==> src/sv/sth_pkg.sv <==
package sth_pkg;

  localparam int FIELD_W = 48;
  localparam int AXES    = 3;
  localparam int NCROSS  = 4;

endpackage

==> src/sv/sth_prep.sv <==
module sth_prep #(
  parameter int W = 16
) (
  input  logic                          clk,
  input  logic                          rst,
  input  logic                          in_valid,
  input  logic [sth_pkg::FIELD_W-1:0]   vertex_zero,
  input  logic [sth_pkg::FIELD_W-1:0]   vertex_one,
  input  logic [sth_pkg::FIELD_W-1:0]   vertex_two,
  input  logic [sth_pkg::FIELD_W-1:0]   seg_origin,
  input  logic [sth_pkg::FIELD_W-1:0]   seg_direction,
  output logic                          out_valid,
  output logic signed [W:0]             e0 [sth_pkg::AXES],
  output logic signed [W:0]             e1 [sth_pkg::AXES],
  output logic signed [W:0]             a  [sth_pkg::AXES],
  output logic signed [W:0]             b  [sth_pkg::AXES],
  output logic signed [W:0]             c  [sth_pkg::AXES],
  output logic signed [W-1:0]           d  [sth_pkg::AXES]
);
  import sth_pkg::*;

  localparam int DW = W + 1;
  localparam int PW = (3 * W > FIELD_W) ? 3 * W : FIELD_W;

  // z bits above the 48-bit field read as zero
  logic [PW-1:0] ext [5];
  logic signed [W-1:0] v0 [AXES];
  logic signed [W-1:0] v1 [AXES];
  logic signed [W-1:0] v2 [AXES];
  logic signed [W-1:0] org [AXES];
  logic signed [W-1:0] dir [AXES];

  assign ext[0] = PW'(vertex_zero);
  assign ext[1] = PW'(vertex_one);
  assign ext[2] = PW'(vertex_two);
  assign ext[3] = PW'(seg_origin);
  assign ext[4] = PW'(seg_direction);

  for (genvar k = 0; k < AXES; k++) begin : g_axis
    assign v0[k]  = $signed(ext[0][k*W +: W]);
    assign v1[k]  = $signed(ext[1][k*W +: W]);
    assign v2[k]  = $signed(ext[2][k*W +: W]);
    assign org[k] = $signed(ext[3][k*W +: W]);
    assign dir[k] = $signed(ext[4][k*W +: W]);
  end

  always_ff @(posedge clk) begin
    if (rst) begin
      out_valid <= 1'b0;
    end else begin
      out_valid <= in_valid;
    end
  end

  always_ff @(posedge clk) begin
    for (int k = 0; k < AXES; k++) begin
      e0[k] <= DW'(v1[k]) - DW'(v0[k]);
      e1[k] <= DW'(v2[k]) - DW'(v1[k]);
      a[k]  <= DW'(v0[k]) - DW'(org[k]);
      b[k]  <= DW'(v1[k]) - DW'(org[k]);
      c[k]  <= DW'(v2[k]) - DW'(org[k]);
      d[k]  <= dir[k];
    end
  end

endmodule

==> config.mk <==
export PLATFORM = sky130hd
export DESIGN_NAME = sth_prep
export DESIGN_NICKNAME = d
export VERILOG_FILES = /design/src/sv/sth_pkg.sv /design/src/sv/sth_prep.sv
export SDC_FILE = /design/constraint.sdc
export NUM_CORES = 1
export LEC_CHECK = 0
export BUFFER_PORTS_ARGS = -buffer_cell sky130_fd_sc_hd__buf_2
export CAP_MARGIN = 40
export CORE_MARGIN = 2
export CORE_UTILIZATION = 30
export DETAILED_ROUTE_END_ITERATION = 8
export MAX_ROUTING_LAYER = met4
export PLACE_DENSITY = 0.47
export SLEW_MARGIN = 20
export SYNTH_ARGS = -nofsm -noshare
export SYNTH_HDL_FRONTEND = slang
export SYNTH_SLANG_ARGS = --single-unit
==> constraint.sdc <==
create_clock -name clk -period 2.85 [get_ports clk]
set_clock_uncertainty 0.05 [all_clocks]
set_input_delay 0.1425 -clock clk [delete_from_list [all_inputs] [get_ports clk]]
set_output_delay 0.1425 -clock clk [all_outputs]
set_load 0.02 [all_outputs]
==> reports/qor.txt, run 1 <==
Top_reg_cell synth - dfxtp_1
Fin. Hold Viols - 0
Post-CTS Setup Inserts - 0
Fmax - 0.367 GHz
All-Layer GR Usage - 0.203
First-pass GRT wire length - 97100 um
Worst-path maximum fanout - 3
# port buffers - 546
Post-cts resize count - 0
Period utilization - 0.955
GRT Residual Overflow - 0
CTS buffer count - 40
DIE HEIGHT - 252 um
Asr flop ratio synth - 0
Vias in the first global route - 17141
Setup crit start kind - primary input
CTS tree - done
Hpwl dp - 53600 um
Synth Instances - 2062
Crit end category - flip-flop
Outcome - finished clean
Leakage - 12.2 nW
Final worst path period need - 2720 ps
P&R area growth vs syn - 35.8%
Drt wl/cell - 18.2 um
Post-route ant nets - 0
Max H-tree Level - 2
Initial core utilization - 0.305
Drt via density - 4.88
WP data required - 3200 ps
Root buffer selected by CTS - clkbuf_16
Remaining DRCs - 0
Via count - 17588
Largest net degree at the start of global routing - 13
Maxcap violations - 0
Register bit total from synthesis - 304
DIE AREA - 63600 um^2
Die outline width - 252 um
Final count of negative-setup-slack endpoints - 0
Relative slew slack - 0.528
Ys Warns - 0
Distinct cells, synth - 79
WS Path Type - in2reg
Worst Tran Pin Value - 700 ps
Routed WL - 65700 um
Peak supply drop - 0.396 mV
Row count - 90
Sequential-to-total area share from yosys stat - 0.330
Nets - 3280
DR iter-0 viols - 1032
Clock Sink Count - 304
EDFF count, synth - 0
Worst-path clk slew - 60 ps
TritonRoute pass-1 iters - 6
Post-Syn Area per Cell - 8.96 um^2
Hold Crit Class - in2reg
Syn Nets - 2560
Min Hold Slack - 26.1 ps
RSZ-0062 raised after global routing - false
Fin. max-slew vios - 0
Total power per unit cell area - 643 nW/um^2
Crit path arrival time - 3070 ps
Initial antenna violation count - 9
GP Congestion - 0.967
Layout cells sized above 1 - 0.235
TNS Setup - 0 ps
Synthesized area - 18500 um^2
Max Root-Sink Buffers - 3
Top-Level Pins - 547
Core ar. - 60600 um^2
Final Power - 16.1 mW
placed cells by master, fill, tap and decap left out, drive strengths merged, types with 29 or more instances in the layout:
cell type	synthesis	layout
nand2	85	85
xnor2	111	111
nor3	39	39
o31a	29	29
nor2	141	141
nand3	47	47
dlygate4sd3	0	149
o21ai	105	105
nor2b	54	54
inv	238	238
a21oi	136	136
a21o	51	51
o21a	57	57
xor2	32	32
buf	3	554
dfxtp	304	304
ha	240	240
clkbuf	22	53
registers in the layout, summed over array words and instances, names as in the netlist:
signal / count
b: 51
e0: 51
a: 51
out_valid: 1
d: 48
e1: 51
c: 51
logic make-up after synthesis:
logic type               share of synthesized area
AO/OA/AOI/OAI                                0.218
XOR/XNOR                                    0.0678
adder cells (fa/ha/maj)                      0.179
buffers and inverters                       0.0535
flip-flops                                   0.330
multiplexers                                0.0128
AND/OR/NAND/NOR                              0.140
worst paths after layout:
path	from	to	cells after the start
worst max-delay path	vertex_zero[16]	a[33]	11
worst min-delay path	vertex_zero[21]	a[22]	3
timing repair:
action | 4_1_cts | 5_1_grt
hold endpoints to repair | 172 | 0
hold buffers | 149 | 0
setup endpoints to repair | 0 | 0
report_power, final:
group | total, mW | switching (mW) | internal [mW]
registers | 5.27 | 0.235 | 5.03
logic | 5.33 | 3.28 | 2.04
clock network | 5.53 | 2.03 | 3.50
stage by stage:
stage | cell area [um^2] | worst slack (ps) | utilization | instances
6_report | 25100 | 127 | 0.414 | 3603
5_1_grt | 25100 | 26.3 | 0.414 | 3601
4_1_cts | 25100 | 266 | 0.414 | 3592
3_5_place_dp | 22100 | 228 | 0.365 | 3373
3_3_place_gp | 22100 | 285 | 0.365 | 3373
2_1_floorplan | 18500 | 831 | - | 2062
layout make-up:
type	count	area [um^2]
Tap cell	782	978
Timing Repair Buffer	703	4280
Multi-Input combinational cell	1495	11400
Sequential cell	304	6090
Inverter	238	893
Antenna cell	11	27.5
Clock inverter	17	290
Clock buffer	53	1130
Fill cell	6133	35500
cells in the mapped netlist (all sizes together), types with 6 or more instances:
cell,n,area [um^2]
nand2b,28,175
ha,240,3000
dfxtp,304,6090
a21boi,16,120
nand4b,6,52.6
xnor2,111,972
o41ai,10,148
nor3,39,195
or2,9,56.3
o21bai,11,82.6
nor2b,54,338
and3,13,81.3
xor2,32,280
and2,10,62.6
or3,12,75.1
clkbuf,22,82.6
a2111oi,15,138
fa,15,300
o31a,29,254
nor4b,9,78.8
a21oi,136,681
inv,238,893
mux2i,18,180
o211ai,9,72.6
a21o,51,383
o21a,57,428
nand3b,12,90.1
a211o,6,52.6
nand2,85,319
o311ai,20,198
nor3b,6,45.0
a31oi,15,93.8
a311oi,6,58.8
o2111ai,8,70.1
nor4bb,6,60.1
a211oi,18,140
nand3,47,235
o21ai,105,533
nand4,11,68.8
nor2,141,529
o31ai,19,161
routing by layer:
metal / part of all wire / GRT usage / vias to the layer above
met2: 0.47 / 0.338 / 502
met5: 0 / - / -
li1: - / - / 8844
met3: 0.066 / 0.0480 / 75
met4: 0.019 / 0.0487 / 0
met1: 0.44 / 0.249 / 8167
critical path, cell delays in order:
cell and delay [ps]:
dlygate4sd3_1 540, buf_2 130, inv_1 40, ha_1 220, fa_1 430, nor2b_1 200, o2111a_1 290, nor2_1 80
a211o_1 330, o311ai_0 510, mux2i_1 150
(Power assumes the default switching activity.)
==> inputs of run 2 (changes only) <==
PLACE_DENSITY = 0.49   (was 0.47)
clock period = 2.2 ns   (was 2.85 ns; I/O delays follow)
==> reports/qor.txt, run 2 (synthesis results as in run 1) <==
Outcome - finished clean
Worst-path clk slew - 60 ps (about the same)
Worst-path maximum fanout - 2 (-1)
Min Hold Slack - 9.80 ps (-16.3 ps)
P&R area growth vs syn - 47.8%
Total power per unit cell area - 778 nW/um^2 (+21%)
TNS Setup - 0 ps (unchanged)
Clock Sink Count - 304 (unchanged)
Via count - 18769 (+6.7%)
Fin. Hold Viols - 0 (unchanged)
Initial core utilization - 0.305 (unchanged)
Layout cells sized above 1 - 0.292 (+0.0576)
Core ar. - 60600 um^2 (unchanged)
Relative slew slack - 0.539 (+0.0108)
Final worst path period need - 2180 ps
Hold EP - e1[3]
First-pass GRT wire length - 102000 um (+4.6%)
GRT Residual Overflow - 0 (unchanged)
Hold Crit Class - in2reg
Hold Crit Depth - 4 (+1)
Row count - 90 (unchanged)
Worst setup margin - 20.6 ps (-107 ps)
Hpwl dp - 55500 um (+3.7%)
TritonRoute pass-1 iters - 5 (-1)
Setup crit start kind - primary input
CTS buffer count - 41 (+2.5%)
Fin. max-slew vios - 0 (unchanged)
Commonest non-fill, non-tap cell in the layout - buf_2
Max H-tree Level - 2 (unchanged)
Largest net degree at the start of global routing - 12 (-1)
DIE AREA - 63600 um^2 (unchanged)
Drt wl/cell - 17.7 um (-3.0%)
Pre-CTS setup slack - -354 ps (-582 ps)
WP data required - 2650 ps (-550 ps)
Leakage - 13.4 nW (+9.7%)
Post-route ant nets - 0 (unchanged)
DR iter-0 viols - 893 (-13%)
Crit path arrival time - 2630 ps (-440 ps)
WS Path Type - in2reg
Die outline width - 252 um (unchanged)
Routed WL - 68200 um (+3.8%)
Peak supply drop - 0.612 mV (+55%)
# port buffers - 546 (unchanged)
DIE HEIGHT - 252 um (unchanged)
Drt via density - 4.87 (-0.24%)
Period utilization - 0.991
Inst Count DP - 3570 (+5.8%)
Initial antenna violation count - 8 (-1)
Slowest stage delay, CP - 540 ps (about the same)
All-Layer GR Usage - 0.210 (+0.00646)
Maxcap violations - 0 (unchanged)
Final non-filler cell total - 3854 (+7.0%)
Root buffer selected by CTS - clkbuf_16
Nets - 3533 (+7.7%)
Worst Tran Pin Value - 683 ps (-17.5 ps)
CP max-delay cell - dlygate4sd3_1
Top-Level Pins - 547 (unchanged)
Max Root-Sink Buffers - 3 (unchanged)
Final count of negative-setup-slack endpoints - 0 (unchanged)
Remaining DRCs - 0 (unchanged)
Hold path start - vertex_two[34]
Fmax - 0.459 GHz
Crit end category - flip-flop
Vias in the first global route - 18590 (+8.5%)
Crit-path cells - dlygate4sd3_1, buf_2, ha_1, or3_1, o21ai_2, a211oi_1, buf_4, or3b_4, a2111oi_4, a21o_1
Most frequent cells in the layout - buf_2 (546), dfxtp_1 (304), inv_1 (237), ha_1 (234), buf_4 (210)
CTS tree - done
GP Congestion - 0.931 (-3.8%)
## run 2: through the flow
step                area, um^2  utilization  total power [mW]
CTS                      27000        0.445              21.4
finish                   27300        0.450              21.2
global route             27300        0.450              22.4
detailed placement       23600        0.390              14.1
global placement         23600        0.390              14.1
floorplan                18500            -              11.1
## run 2: worst max-delay path by stage
stage,start,to,slack [ps],depth (start not counted)
floorplan,vertex_two[32],e1[14],210,9
global placement,seg_origin[2],c[47],-340,12
detailed placement,seg_origin[2],c[47],-350,12
CTS,vertex_two[34],e1[13],2,11
global route,vertex_two[21],c[33],-10,10
finish,vertex_two[21],c[33],20,10
## run 2: what timing repair did
item	in CTS	in global routing
gates resized for setup	0	56
hold buffers	201	4
hold endpoints to repair	207	4
endpoints found under the setup margin	0	36
setup buffers	0	5
## run 2: cell type report
class	instances	area (um^2)
Clock inverter	15	190
Tap cell	782	978
Timing Repair Buffer	955	6300
Multi-Input combinational cell	1495	11700
Antenna cell	8	20.0
Clock buffer	57	1170
Sequential cell	304	6090
Fill cell	6095	33300
Inverter	238	893
## run 2: critical path: cells and delay by family
kind	cells	cell delay, ps
adder cells (fa/ha/maj)	1	310
buffers and inverters	3	860
AO/OA/AOI/OAI	4	570
AND/OR/NAND/NOR	2	780
## run 2: per-layer routing
layer / up-vias / global-route usage / routed length [um]
li1: 9357 / - / -
met1: 8802 / 0.246 / 28800
met2: 501 / 0.366 / 33600
met3: 109 / 0.0359 / 3650
met4: 0 / 0.0642 / 2040
met5: - / - / 0
## run 2: where the power goes
group	leakage, nW	switching [mW]	internal (mW)
Combinational	10.1	4.39	3.22
Sequential	2.56	0.377	6.53
Clock	0.653	2.66	4.06
Total	13.4	7.43	13.8
